$ cat src/bfa_pkg.sv
// Shared types, codes and helpers of the buddy frame allocator.
package bfa_pkg;

    localparam int MAX_ORDER_DEF = 8;
    localparam int REG_W = 4;
    localparam int RIDX_REGION_ORDER = 0;

    localparam logic [2:0] FL_SPLIT  = 3'b100;
    localparam logic [2:0] FL_USED_E = 3'b010;
    localparam logic [2:0] FL_USED_O = 3'b001;

    typedef enum logic [1:0] {
        OP_ALLOC    = 2'd0,
        OP_ALLOC_AT = 2'd1,
        OP_RELEASE  = 2'd2,
        OP_NONE     = 2'd3
    } t_op;

    typedef enum logic [1:0] {
        ST_OK        = 2'd0,
        ST_NO_FREE   = 2'd1,
        ST_TOO_LARGE = 2'd2,
        ST_ADDR_BAD  = 2'd3
    } t_status;

    typedef enum logic [4:0] {
        C_NOP, C_LOAD, C_ASETUP, C_AIDX, C_ATSETUP, C_PRD, C_UP, C_SSRD,
        C_ATPREP, C_ATIDX, C_ULRD, C_ULWR, C_SUWR, C_SDWR, C_PT1, C_PT2,
        C_RSETUP, C_RCLR, C_SIBRD, C_MPREP, C_MWR, C_PHPREP, C_PH1, C_PH2,
        C_EMIT
    } t_cmd;

    typedef struct packed {
        t_cmd    cmd;
        t_status st;
    } t_ctl;

    typedef struct packed {
        logic big;
        logic abad;
        logic found;
        logic gt_top;
        logic idx_zero;
        logic used_self;
        logic used_sib;
        logic fl_split;
        logic lvl_zero;
        logic lvl_ge_r;
        logic out_busy;
        t_op  op;
    } t_sts;

    // Smallest o with 2^o >= c, for c of at least one.
    function automatic logic [3:0] count_order(input logic [8:0] c);
        logic [8:0] m;
        logic [3:0] o;
        m = c - 9'd1;
        o = 4'd0;
        for (int i = 0; i < 9; i++) begin
            if (m[i]) o = 4'(i + 1);
        end
        return o;
    endfunction

endpackage

$ cat src/bfa_ctrl.sv
// Sequencer of the buddy frame allocator: walks each request through datapath commands.
module bfa_ctrl import bfa_pkg::*; (
    input  logic i_clk,
    input  logic i_rst_n,
    input  logic i_in_valid,
    input  t_sts i_sts,
    output logic o_in_ready,
    output t_ctl o_ctl
);

    typedef enum logic [25:0] {
        S_IDLE  = 26'd1 << 0,
        S_DISP  = 26'd1 << 1,
        S_AFND  = 26'd1 << 2,
        S_ULRD  = 26'd1 << 3,
        S_ULWR  = 26'd1 << 4,
        S_AIDX  = 26'd1 << 5,
        S_ATIDX = 26'd1 << 6,
        S_SURD  = 26'd1 << 7,
        S_SUWR  = 26'd1 << 8,
        S_SDCHK = 26'd1 << 9,
        S_SDWR  = 26'd1 << 10,
        S_PT1   = 26'd1 << 11,
        S_PT2   = 26'd1 << 12,
        S_AWRD  = 26'd1 << 13,
        S_AWCHK = 26'd1 << 14,
        S_SSCHK = 26'd1 << 15,
        S_RWRD  = 26'd1 << 16,
        S_RWCHK = 26'd1 << 17,
        S_MRD   = 26'd1 << 18,
        S_MCHK  = 26'd1 << 19,
        S_MSCHK = 26'd1 << 20,
        S_MPRD  = 26'd1 << 21,
        S_MPWR  = 26'd1 << 22,
        S_PH1   = 26'd1 << 23,
        S_PH2   = 26'd1 << 24,
        S_FIN   = 26'd1 << 25
    } t_state;

    t_state  r_state, n_state;
    t_status r_st, n_st;

    always_ff @(posedge i_clk) begin
        if (!i_rst_n) begin
            r_state <= S_IDLE;
            r_st    <= ST_OK;
        end else begin
            r_state <= n_state;
            r_st    <= n_st;
        end
    end

    assign o_in_ready = (r_state == S_IDLE);

    always_comb begin
        n_state   = r_state;
        n_st      = r_st;
        o_ctl.cmd = C_NOP;
        o_ctl.st  = r_st;
        case (r_state)
            S_IDLE: begin
                if (i_in_valid) begin
                    o_ctl.cmd = C_LOAD;
                    n_state   = S_DISP;
                end
            end
            S_DISP: begin
                case (i_sts.op)
                    OP_ALLOC: begin
                        if (i_sts.big) begin
                            n_st = ST_TOO_LARGE; n_state = S_FIN;
                        end else begin
                            o_ctl.cmd = C_ASETUP; n_state = S_AFND;
                        end
                    end
                    OP_ALLOC_AT: begin
                        if (i_sts.big) begin
                            n_st = ST_TOO_LARGE; n_state = S_FIN;
                        end else if (i_sts.abad) begin
                            n_st = ST_ADDR_BAD; n_state = S_FIN;
                        end else begin
                            o_ctl.cmd = C_ATSETUP; n_state = S_AWRD;
                        end
                    end
                    OP_RELEASE: begin
                        if (i_sts.abad) begin
                            n_st = ST_ADDR_BAD; n_state = S_FIN;
                        end else begin
                            o_ctl.cmd = C_RSETUP; n_state = S_RWRD;
                        end
                    end
                    default: begin
                        n_st = ST_ADDR_BAD; n_state = S_FIN;
                    end
                endcase
            end
            S_AFND: begin
                if (!i_sts.found) begin
                    n_st = ST_NO_FREE; n_state = S_FIN;
                end else begin
                    o_ctl.cmd = C_ULRD; n_state = S_ULWR;
                end
            end
            S_ULRD: begin
                o_ctl.cmd = C_ULRD; n_state = S_ULWR;
            end
            S_ULWR: begin
                o_ctl.cmd = C_ULWR;
                case (i_sts.op)
                    OP_ALLOC:    n_state = S_AIDX;
                    OP_ALLOC_AT: n_state = S_ATIDX;
                    default:     n_state = S_MPRD;
                endcase
            end
            S_AIDX: begin
                o_ctl.cmd = C_AIDX; n_state = S_SURD;
            end
            S_ATIDX: begin
                o_ctl.cmd = C_ATIDX; n_state = S_SURD;
            end
            S_SURD: begin
                o_ctl.cmd = C_PRD; n_state = S_SUWR;
            end
            S_SUWR: begin
                o_ctl.cmd = C_SUWR; n_state = S_SDCHK;
            end
            S_SDCHK: begin
                if (i_sts.gt_top) begin
                    o_ctl.cmd = C_PRD; n_state = S_SDWR;
                end else begin
                    n_st = ST_OK; n_state = S_FIN;
                end
            end
            S_SDWR: begin
                o_ctl.cmd = C_SDWR; n_state = S_PT1;
            end
            S_PT1: begin
                o_ctl.cmd = C_PT1; n_state = S_PT2;
            end
            S_PT2: begin
                o_ctl.cmd = C_PT2; n_state = S_SDCHK;
            end
            S_AWRD: begin
                if (i_sts.idx_zero) begin
                    n_st = ST_ADDR_BAD; n_state = S_FIN;
                end else begin
                    o_ctl.cmd = C_PRD; n_state = S_AWCHK;
                end
            end
            S_AWCHK: begin
                if (i_sts.used_self) begin
                    n_st = ST_ADDR_BAD; n_state = S_FIN;
                end else if (i_sts.fl_split) begin
                    if (i_sts.lvl_ge_r) begin
                        o_ctl.cmd = C_ATPREP; n_state = S_ULRD;
                    end else begin
                        o_ctl.cmd = C_SSRD; n_state = S_SSCHK;
                    end
                end else begin
                    o_ctl.cmd = C_UP; n_state = S_AWRD;
                end
            end
            S_SSCHK: begin
                if (i_sts.fl_split) begin
                    n_st = ST_ADDR_BAD; n_state = S_FIN;
                end else begin
                    o_ctl.cmd = C_ATPREP; n_state = S_ULRD;
                end
            end
            S_RWRD: begin
                o_ctl.cmd = C_PRD; n_state = S_RWCHK;
            end
            S_RWCHK: begin
                if (!i_sts.lvl_zero && !i_sts.fl_split) begin
                    o_ctl.cmd = C_UP; n_state = S_RWRD;
                end else if (!i_sts.used_self) begin
                    n_st = ST_ADDR_BAD; n_state = S_FIN;
                end else begin
                    o_ctl.cmd = C_RCLR; n_state = S_MRD;
                end
            end
            S_MRD: begin
                o_ctl.cmd = C_PRD; n_state = S_MCHK;
            end
            S_MCHK: begin
                if (i_sts.lvl_zero || i_sts.used_sib) begin
                    o_ctl.cmd = C_PHPREP; n_state = S_PH1;
                end else if (i_sts.lvl_ge_r) begin
                    o_ctl.cmd = C_MPREP; n_state = S_ULRD;
                end else begin
                    o_ctl.cmd = C_SIBRD; n_state = S_MSCHK;
                end
            end
            S_MSCHK: begin
                if (i_sts.fl_split) begin
                    o_ctl.cmd = C_PHPREP; n_state = S_PH1;
                end else begin
                    o_ctl.cmd = C_MPREP; n_state = S_ULRD;
                end
            end
            S_MPRD: begin
                o_ctl.cmd = C_PRD; n_state = S_MPWR;
            end
            S_MPWR: begin
                o_ctl.cmd = C_MWR; n_state = S_MRD;
            end
            S_PH1: begin
                o_ctl.cmd = C_PH1; n_state = S_PH2;
            end
            S_PH2: begin
                o_ctl.cmd = C_PH2; n_st = ST_OK; n_state = S_FIN;
            end
            S_FIN: begin
                if (!i_sts.out_busy) begin
                    o_ctl.cmd = C_EMIT; n_state = S_IDLE;
                end
            end
            default: n_state = S_IDLE;
        endcase
    end

endmodule

$ cat config.mk
export PLATFORM = sky130hd
export DESIGN_NAME = bfa_ctrl
export DESIGN_NICKNAME = d
export VERILOG_FILES = /design/src/bfa_pkg.sv /design/src/bfa_ctrl.sv
export SDC_FILE = /design/constraint.sdc
export NUM_CORES = 1
export LEC_CHECK = 0
export ABC_AREA = 0
export CAP_MARGIN = 10
export CORE_UTILIZATION = 66
export CTS_CLUSTER_DIAMETER = 50
export DETAILED_ROUTE_END_ITERATION = 16
export DONT_BUFFER_PORTS = 1
export GPL_TIMING_DRIVEN = 0
export PLACE_DENSITY = 0.9
export SYNTH_ARGS = -nofsm -noshare
export SYNTH_HDL_FRONTEND = slang
export SYNTH_SLANG_ARGS = --single-unit
$ cat constraint.sdc
create_clock -name i_clk -period 3.8 [get_ports i_clk]
set_input_delay 0.57 -clock i_clk [delete_from_list [all_inputs] [get_ports i_clk]]
set_output_delay 0.57 -clock i_clk [all_outputs]
set_load 0.01 [all_outputs]
* Word level (Yosys, flattened, before mapping)
Index checks and enable logic that the tools add are counted.
** Cells by class
- $add $sub $neg :: 0
- Multipliers :: 0
- Div/mod/pow operators :: 0
- Magnitude comparators :: 0
- Eq/ne operators :: 38
- Shifts and indexed selects :: 0
- Multiplexer cells :: 53
- Bitwise logic cells :: 0
- Reduce and logical (&&, ||, !) cells :: 11
** Operators with widths (number)
- $pmux W26 S24 :: 1
- $mux W26 :: 14
- $pmux W5 S23 :: 1
- $pmux W26 S3 :: 1
- $mux W24 :: 2
- $pmux W22 S2 :: 1
- $mux W5 :: 6
- $eq A26 B1 Y1 const B :: 1
- $eq A26 B10 Y1 const B :: 1
- $eq A26 B11 Y1 const B :: 1
- $eq A26 B12 Y1 const B :: 1
- $eq A26 B13 Y1 const B :: 1
- $eq A26 B14 Y1 const B :: 1
- $eq A26 B15 Y1 const B :: 1
- $eq A26 B16 Y1 const B :: 1
- $eq A26 B17 Y1 const B :: 1
- $eq A26 B18 Y1 const B :: 1
- $eq A26 B19 Y1 const B :: 1
- $eq A26 B2 Y1 const B :: 1
- $eq A26 B20 Y1 const B :: 1
- $eq A26 B21 Y1 const B :: 1
- $eq A26 B22 Y1 const B :: 1
- $eq A26 B23 Y1 const B :: 1
- $eq A26 B24 Y1 const B :: 1
- 31 further kinds :: 59
** Word-level totals
- Flip-flop bits (word level) :: 28
- Bits in latches :: 0
- RAM bits :: 0
- Memory bits (read-only) :: 0
- Input port bits :: 16
- Output and inout port bits :: 8
- Logic and storage cells :: 104
- Memories :: 0

* Depth between registers and ports, before layout
Gate-level depths: netlist (run 1).
- Depth in word-level cells :: 4
- Mapped depth :: 8
- Gate-level depth less buffers :: 6

* Least setup slack after synthesis (run 1)
No wires, ideal clock.
- Path kind :: flip-flop to output port
- From :: register r_state[9]
- To :: output port o_ctl[2] in the netlist's numbering
- Arrival :: 2180 ps
- Required time :: 3230 ps
- Setup slack :: 1050 ps
- Stages on the path, launching flop included :: 8
- Path buffers :: 1
- Cell sequence :: dfxtp_1 > clkbuf_1 > or4_1 > nor4_4 > nand2_1 > nor4_1 > a21boi_1 > nand4_1
** RTL lines
- start: declaration :: line bfa_ctrl.sv:40 : t_state r_state, n_state;
- start signal: assignment :: line bfa_ctrl.sv:48 : r_state <= n_state;
- end: declaration :: line bfa_ctrl.sv:8 : output t_ctl o_ctl

==> results of run 1 <==
-- power groups by stage --
stage | combinational, uW | clock (uW) | sequential (uW)
3_3_place_gp | 78.7 | 0 | 308
2_1_floorplan | 63.4 | 0 | 307
3_5_place_dp | 80.1 | 0 | 308
6_report | 82.9 | 129 | 302
5_1_grt | 89.8 | 141 | 303
4_1_cts | 80.3 | 130 | 302
-- routing by layer --
metal	vias up	share of wire [%]	track usage (%)
met5	-	0	0
met4	0	3.7	18.4
met3	20	10	5.27
met2	141	44	55.3
met1	1010	42	48.8
li1	1054	-	-
-- layout make-up --
type                            count  area (um2)  area share [%]
Tap cell                           44        55.1            2.52
Multi-Input combinational cell    225        1460            66.7
Sequential cell                    28         561            25.7
Inverter                            7        26.3            1.20
Buffer                             13        62.6            2.87
Clock buffer                        3        22.5            1.03
-- cell usage after synthesis, types with 2 or more instances --
master    number  area share (%)
a211oi_1       3             1.1
a21oi_1        9             2.1
a221oi_1       2            0.83
a31oi_1        4             1.2
and2_1         3            0.89
and3_1         7             2.1
clkbuf_1       9             1.6
dfxtp_1       28              27
inv_1          7             1.3
nand2_1       15             2.7
nand2b_1      10             3.0
nand3_1       11             2.6
nand3b_1       2            0.72
nand4_1        9             2.7
nor2_1        36             6.4
nor2b_1        3            0.89
nor3_1        18             4.3
nor3b_1        8             2.9
nor4_1        16             4.8
nor4_2         2             1.2
nor4_4         3             3.0
nor4b_1        6             2.5
o211ai_1       3             1.1
o21a_1         4             1.4
o21ai_0        7             1.7
o221a_1        2             1.1
or2_2          3            0.89
or3_1          3            0.89
or4_1          6             2.1
xnor2_1        2            0.83
xor2_1         3             1.3
-- metrics by stage --
step / hold WS, ns / std cells / instance area, um2 / util (%) / worst slack [ns]
after floorplan: 0.482 / 273 / 2100 / - / 1.05
after global placement: 0.511 / 317 / 2150 / 71.1 / 0.534
after detailed placement: 0.529 / 317 / 2150 / 71.1 / 0.427
after CTS: 0.281 / 320 / 2180 / 71.9 / 0.0415
after global routing: 0.268 / 320 / 2180 / 72.1 / 0.0184
final: 0.274 / 320 / 2180 / 72.1 / 0.174
-- registers in the layout, indices dropped and copies added, names as in the netlist --
name and cells:
r_st 2, r_state 26
-- worst max-delay path, delay by kind of cell (launching register included) --
family | cells | cell delay (ns)
flip-flops | 1 | 0.33
AND/OR/NAND/NOR | 5 | 1.93
AO/OA/AOI/OAI | 1 | 0.26
buffers and inverters | 1 | 0.19
-- worst max-delay path by stage --
stage                                        from        to  slack [ns]  cells after the start
final                     r_state[1]$_SDFFE_PN0P_  o_ctl[4]        0.17                      7
after global routing      r_state[1]$_SDFFE_PN0P_  o_ctl[4]        0.02                      7
after CTS                 r_state[1]$_SDFFE_PN0P_  o_ctl[2]        0.04                      7
after detailed placement  r_state[1]$_SDFFE_PN0P_  o_ctl[2]        0.43                      7
after global placement    r_state[1]$_SDFFE_PN0P_  o_ctl[2]        0.53                      7
after floorplan           r_state[9]$_SDFFE_PN0P_  o_ctl[2]        1.05                      7
-- cell families after synthesis --
| group | after synthesis | share of synthesized area, % |
|---|---|---|
| compound gates | 47 | 15.9 |
| buf+inv | 20 | 4.23 |
| simple gates | 172 | 50.6 |
| flops | 28 | 26.7 |
| xor+xnor | 5 | 2.09 |
| mux | 1 | 0.477 |
-- repair_timing --
item,4_1_cts,5_1_grt
endpoints found under the hold margin,0,0
hold buffers,0,0
buffers inserted,0,0
gates resized for setup,0,1
endpoints found under the setup margin,0,3
==> flow_summary.ini, run 1 <==
[run_status]
status = finished, final reports clean

[global_routing]
grt_usage_pct = 35.9
antenna_found_initial = 0
grt_pass1_vias = 1923
grt_max_degree = 15
grt_pass1_wl_mm = 9.20
grt_overflow_total = 0

[setup_path]
end_kind = output pin
critical_path_class = register to output pin
r2r_cells = 7
reg2reg_to = r_state[0]$_SDFFE_PN1P_
ff2ff_setup_slack_ns = 0.98
startpoint_type = register
crit_fanout = 10
path_cells = clkbuf_1 -> nor4_2 -> nand4_1 -> nor3_1 -> a22o_1 -> nor3b_1 -> nand4_1
path_common_cell = nand4_1
max_stage_delay_ns = 0.63
arrival_ns = 3.06
critPathSlowestCell = nor3_1
cp.required_ns = 3.23
reg2reg_from = r_state[1]$_SDFFE_PN0P_

[timing]
period_needed_ns = 3.63
max_freq_ghz = 0.276
finalHoldViolations = 0
tns_ns = 0
setup-violations-final = 0
fin_skew_ns = 0.0117
rsz0062_at_grt = no
worst_pin_slew_ns = 0.766
maxSlewHeadroom_pct = 48.2
slew_violations = 0
fin_crit_sh_pct = 95.4

[synth]
synth_seq_cells = 28
async_flop_share_pct = 0
synth_warnings = 0
synth_cell_types = 60
synth.yosys.seq_area_share_pct = 26.7
syn_inst = 273
syn_avg_cell_area_um2 = 7.69
synthFlopType = dfxtp_1
syn_area_mm2 = 0.00210
synth_nets = 289
synth_edf_count = 0

[die]
initial_core_util_pct = 69.3
dieArea_mm2 = 0.00341
row_count = 20
ios = 24
die-height_um = 58.4
fp.dieW_um = 58.4
coreArea_mm2 = 0.00303

[hold_path]
min_from = i_sts[1]
worstHoldEndpoint = r_state[5]$_SDFFE_PN0P_
hold_depth = 1
hp-class = primary input to register

[pwr]
power_frac_clock_pct = 25.1
swShare_pct = 29.4
power_density_mw_per_mm2 = 236
p_leak_uw = 0.000818
finalPower_uw = 514
p_comb_share_pct = 16.1
netSwitchingPower_uw = 151
ir_drop_v = 0.000128
p_int_uw = 363
seq_power_share_pct = 58.8

[cells_and_area]
num-nets-final = 294
drive_above_1_share_pct = 7.97
fillers = 250
layout.cells.most_common = nor2_1
area_growth_pct = 4.00
diodes = 0
final_cell_mix = nor2_1, dfxtp_1, nor3_1

[clock_network]
clkSinkCount = 28
path_clk_slew_ns = 0.16
clock_latency_ns = 0.34
cts_tree = built
cts_root_buf = clkbuf_4
cts_made_buffers = 3
htreeDepth = 1
clockBufferDepth = 2

[place]
io_buffers = 0
routabilityCongestion = 1.01
hpwl_mm = 4.68

[drt]
drt-pass1-iter-count = 5
dr_total_vias = 2225
antenna_left = 0
via_per_inst = 6.95
drc = 0
post_drt_wl_per_cell_um = 19.1
wirelength_mm = 6.11
drtIter0Drc = 225

[flow_run]
maxCapViolations = 0
Power figures use the tool's default switching activity.
==> inputs of run 2 (changes only) <==
--- a/config.mk
+++ b/config.mk
@@ -7,12 +7,13 @@
 export LEC_CHECK = 0
 export ABC_AREA = 0
 export CAP_MARGIN = 10
-export CORE_UTILIZATION = 66
+export CORE_UTILIZATION = 63
 export CTS_CLUSTER_DIAMETER = 50
 export DETAILED_ROUTE_END_ITERATION = 16
 export DONT_BUFFER_PORTS = 1
 export GPL_TIMING_DRIVEN = 0
-export PLACE_DENSITY = 0.9
+export HOLD_SLACK_MARGIN = 0.05
+export PLACE_DENSITY = 0.87
 export SYNTH_ARGS = -nofsm -noshare
 export SYNTH_HDL_FRONTEND = slang
 export SYNTH_SLANG_ARGS = --single-unit
==> constraint.sdc (replaced) <==
create_clock -name i_clk -period 3.4 [get_ports i_clk]
set_input_delay 0.51 -clock i_clk [delete_from_list [all_inputs] [get_ports i_clk]]
set_output_delay 0.51 -clock i_clk [all_outputs]
set_load 0.01 [all_outputs]
==> run 2 against run 1 <==
Compared with the run above:
- clock skew fell by 0.0083 ns
- global-route usage rose by 0.36 points
- combinational power rose by 29%
- sequential cell count did not move
- largest power group unchanged
- die area rose by 4.6%
- clock power rose by 36%
- sequential share of layout area fell by 1.9 points
- critical path type unchanged
==> flow_summary.ini, run 2 (synthesis results as in run 1) <==
[setup_path]
cp.required_ns = 2.89
path_common_cell = nor4_4
crit_fanout = 8
arrival_ns = 2.82
critical_path_class = register to output pin
end_kind = output pin
crit_family = simple AND/OR/NAND/NOR gates
worst-path-buf-inv = 1
cp-startpoint = r_state[1]$_SDFFE_PN0P_
max_stage_delay_ns = 0.62
path_cells = clkbuf_1 -> or4_4 -> nor4_4 -> nand2_1 -> nor4_4 -> a21boi_1 -> nand4_1
critPathSlowestCell = or4_4
startpoint_type = register
reg2reg_from = r_state[16]$_SDFFE_PN0P_

[timing]
whs_ns = 0.216
maxSlewHeadroom_pct = 51.9
setup-violations-final = 0
finalHoldViolations = 0
worst_pin_slew_ns = 0.711
layout_setup_ws_ns = 0.0655
fin_crit_sh_pct = 98.1
fin_skew_ns = 0.00331
max_freq_ghz = 0.300
slew_violations = 0
period_needed_ns = 3.33

[pwr]
swShare_pct = 29.3
p_comb_share_pct = 17.3
p_leak_uw = 0.000890
power_frac_clock_pct = 28.2
power_density_mw_per_mm2 = 264
netSwitchingPower_uw = 182
p_int_uw = 439
seq_power_share_pct = 54.5
ir_drop_v = 0.000182

[place]
pre_cts_ws_ns = 0.245
io_buffers = 0
hpwl_mm = 4.79
routabilityCongestion = 1.04

[drt]
drtIter0Drc = 331
post_drt_wl_per_cell_um = 20.2
drt-pass1-iter-count = 6
via_per_inst = 7.18
wirelength_mm = 6.65
antenna_left = 0
drc = 0
dr_total_vias = 2369

[die]
dieArea_mm2 = 0.00357
die-height_um = 59.7
coreArea_mm2 = 0.00310
row_count = 20
ios = 24
fp.dieW_um = 59.7
initial_core_util_pct = 67.6

[cells_and_area]
num-nets-final = 303
drive_above_1_share_pct = 14.7
diodes = 0
seq_area_um2 = 561
fillers = 255
layout.cells.most_common = nor2_1
largest_reg_flops = 26
multi_input_area_mm2 = 0.00155
final_cell_mix = nor2_1, dfxtp_1, nor3_1
area_growth_pct = 12.2
top_regs = r_state x26, r_st x2
top_register = r_state

[clock_network]
cts_tree = built
clkSinkCount = 28
clock_latency_ns = 0.34
cts_root_buf = clkbuf_4
htreeDepth = 1
path_clk_slew_ns = 0.17
cts_made_buffers = 3
clockBufferDepth = 2

[global_routing]
antenna_found_initial = 0
grt_pass1_vias = 1941
grt_overflow_total = 0
grt_pass1_wl_mm = 9.43
grt_usage_pct = 36.3
grt_max_degree = 16

[run_status]
status = finished, final reports clean

[hold_path]
hp-class = primary input to register
min_from = i_sts[1]

[flow_run]
maxCapViolations = 0
-- run 2: cell types whose count changed in the layout (fill, tap and decap cells not counted), moves of 2 or more --
cell    before  now
nor4_4       3    6
buf_4        1   10
nor3_2       1    3
nor3_1      18   16
nor4_2       3    5
nor4_1      15   10
-- run 2: cell type report --
| cell class | instances | area share (%) |
|---|---|---|
| repair buffers | 9 | 2.87 |
| inverters | 7 | 1.12 |
| flip-flops and latches | 28 | 23.8 |
| multi-input cells | 225 | 65.7 |
| plain buffers | 13 | 2.66 |
| clock buffers | 4 | 1.54 |
| well taps | 44 | 2.34 |
-- run 2: timing repair --
| action | CTS | global route |
|---|---|---|
| pin swaps | 0 | 4 |
| hold buffers | 0 | 0 |
| setup buffers | 0 | 9 |
| gates resized for setup | 2 | 13 |
| setup endpoints to repair | 3 | 5 |
-- run 2: final timing paths --
| check | depth (start not counted) | endpoint | slack (ns) |
|---|---|---|---|
| worst max-delay path | 7 | o_ctl[2] | 0.07 |
| worst min-delay path | 1 | r_state[6]$_SDFFE_PN0P_ | 0.22 |
| worst max register to register | 7 | r_st[0]$_SDFFE_PN0P_ | 0.70 |
| worst min register to register | 2 | r_state[17]$_SDFFE_PN0P_ | 0.54 |
-- run 2: routing by layer --
metal / share of wire, % / vias to the layer above / track usage (%)
met5: 0 / - / 0
met4: 3.7 / 0 / 14.3
met3: 10 / 39 / 5.19
met2: 46 / 189 / 57.5
met1: 40 / 1065 / 49.5
li1: - / 1076 / -
-- run 2: power groups by stage --
stage | sequential (uW) | combinational, uW | clock [uW]
after floorplan | 343 | 70.9 | 0
after global placement | 344 | 87.8 | 0
after detailed placement | 345 | 88.5 | 0
after CTS | 338 | 89.3 | 173
after global routing | 339 | 116 | 187
final | 339 | 107 | 175
-- run 2: stage by stage --
step                instance area, um2  setup TNS, ns  std cells  utilization [%]  total power (uW)
finish                            2350              0        330             75.9               621
global route                      2350        -0.0155        330             75.9               642
CTS                               2200        -0.0140        321             71.0               600
detailed placement                2150              0        317             69.4               433
global placement                  2150              0        317             69.4               432
floorplan                         2100              0        273                -               414
==> inputs of run 3 (changes only) <==
--- a/config.mk
+++ b/config.mk
@@ -7,13 +7,13 @@
 export LEC_CHECK = 0
 export ABC_AREA = 0
 export CAP_MARGIN = 10
-export CORE_UTILIZATION = 63
+export CORE_UTILIZATION = 25
 export CTS_CLUSTER_DIAMETER = 50
 export DETAILED_ROUTE_END_ITERATION = 16
 export DONT_BUFFER_PORTS = 1
 export GPL_TIMING_DRIVEN = 0
 export HOLD_SLACK_MARGIN = 0.05
-export PLACE_DENSITY = 0.87
+export PLACE_DENSITY = 0.46
 export SYNTH_ARGS = -nofsm -noshare
 export SYNTH_HDL_FRONTEND = slang
 export SYNTH_SLANG_ARGS = --single-unit
==> run 3 against run 2 <==
Compared with the run above:
- count of clock-buffer cells in the layout is 1 lower
- clock skew shrank 0.00092 ns
- register-to-register slack gained 0.04 ns
- cell count grew 18%
- design area rose by 4.4%
- core utilization fell by 46 points
- die area grew 150%
- critical path depth is 1 higher
- maximum frequency up 1.6%
- critical endpoint is now o_ctl[4]
==> flow_summary.ini, run 3 (synthesis results as in run 1) <==
[timing]
finalHoldViolations = 0
maxSlewHeadroom_pct = 45.9
slew_violations = 0
setup-violations-final = 0
whs_ns = 0.282
layout_setup_ws_ns = 0.117
fin_skew_ns = 0.00239
fin_crit_sh_pct = 96.5
worst_pin_slew_ns = 0.804
max_freq_ghz = 0.305
period_needed_ns = 3.28

[setup_path]
arrival_ns = 2.77
max_stage_delay_ns = 0.56
path_common_cell = nand4_1
path_cells = clkbuf_1 -> nor4_2 -> nand4_1 -> buf_4 -> nor3_1 -> a22o_1 -> nor3b_1 -> nand4_1
critPathSlowestCell = nor4_2
worst-path-buf-inv = 2
end_kind = output pin
crit_fanout = 8
cp.required_ns = 2.89
startpoint_type = register
crit_family = simple AND/OR/NAND/NOR gates
critical_path_class = register to output pin

[clock_network]
htreeDepth = 1
path_clk_slew_ns = 0.11
cts_made_buffers = 3
clkSinkCount = 28
cts_tree = built
clockBufferDepth = 2
cts_root_buf = clkbuf_8
clock_latency_ns = 0.28

[die]
fp.dieW_um = 93.6
row_count = 33
dieArea_mm2 = 0.00876
die-height_um = 93.6
ios = 24
initial_core_util_pct = 25.7
coreArea_mm2 = 0.00818

[place]
routabilityCongestion = 0.959
hpwl_mm = 5.82
pre_cts_ws_ns = -0.0103
io_buffers = 0

[cells_and_area]
drive_above_1_share_pct = 15.8
top_register = r_state
top_regs = r_state x26, r_st x2
diodes = 0
layout.cells.most_common = nor2_1
area_growth_pct = 17.2
final_cell_mix = nor2_1, dfxtp_1, nor3_1
num-nets-final = 302
largest_reg_flops = 26

[flow_run]
maxCapViolations = 0

[drt]
drtIter0Drc = 196
drt-pass1-iter-count = 4
dr_total_vias = 2192
via_per_inst = 5.62
wirelength_mm = 7.57
drc = 0
antenna_left = 0
post_drt_wl_per_cell_um = 19.4

[global_routing]
grt_usage_pct = 17.5
grt_overflow_total = 0
grt_pass1_wl_mm = 11.6
antenna_found_initial = 0
grt_pass1_vias = 2050
grt_max_degree = 17

[run_status]
status = finished, final reports clean

[hold_path]
hp-class = primary input to register

[pwr]
p_leak_uw = 0.000907
power_density_mw_per_mm2 = 298
ir_drop_v = 0.000180
finalPower_uw = 732
## run 3: changes by cell type in the layout (fill, tap and decap cells not counted), moves of 2 or more
cell and delta:
nor2_1 -2, clkbuf_8 +2, clkbuf_4 -3, nor2_2 +2
## run 3: what timing repair did
action | CTS | global route
resized for setup | 3 | 16
hold buffers | 0 | 0
pin swaps | 0 | 5
setup buffers | 0 | 8
setup endpoints to repair | 4 | 5
## run 3: cell type report
type | count | area, um2
fillers | 900 | 5720
plain buffers | 13 | 63.8
multi-input cells | 225 | 1550
clock buffers | 3 | 41.3
clock inverters | 1 | 30.0
repair buffers | 8 | 60.1
flip-flops and latches | 28 | 561
well taps | 105 | 131
inverters | 7 | 26.3
## run 3: final timing paths
| check | from | end | slack [ns] | cells past startpoint |
|---|---|---|---|---|
| worst min register to register | r_state[16]$_SDFFE_PN0P_ | r_state[17]$_SDFFE_PN0P_ | 0.55 | 2 |
| worst max register to register | r_state[1]$_SDFFE_PN0P_ | r_st[0]$_SDFFE_PN0P_ | 0.74 | 9 |
| worst max-delay path | r_state[1]$_SDFFE_PN0P_ | o_ctl[4] | 0.12 | 8 |
| worst min-delay path | i_sts[1] | r_state[6]$_SDFFE_PN0P_ | 0.28 | 1 |
## run 3: power by group
group | switching, uW | internal [uW] | total (uW)
registers | 5.98 | 332 | 338
logic | 69.7 | 44.3 | 114
clock network | 122 | 158 | 280
## run 3: through the flow
step	utilization [%]	setup TNS, ns	instances	cell area, um2
floorplan	-	0	273	2100
global route	30.1	-0.0299	390	2460
global placement	27.3	-0.106	378	2230
detailed placement	27.3	-0.0103	378	2230
CTS	28.4	-0.350	382	2320
finish	30.1	0	390	2460
## run 3: layer usage
metal  part of all wire, %  global-route usage, %
met1                    47                   24.6
met2                    44                   25.7
met3                   7.0                   3.82
met5                     0                      0
met4                   2.3                   7.18
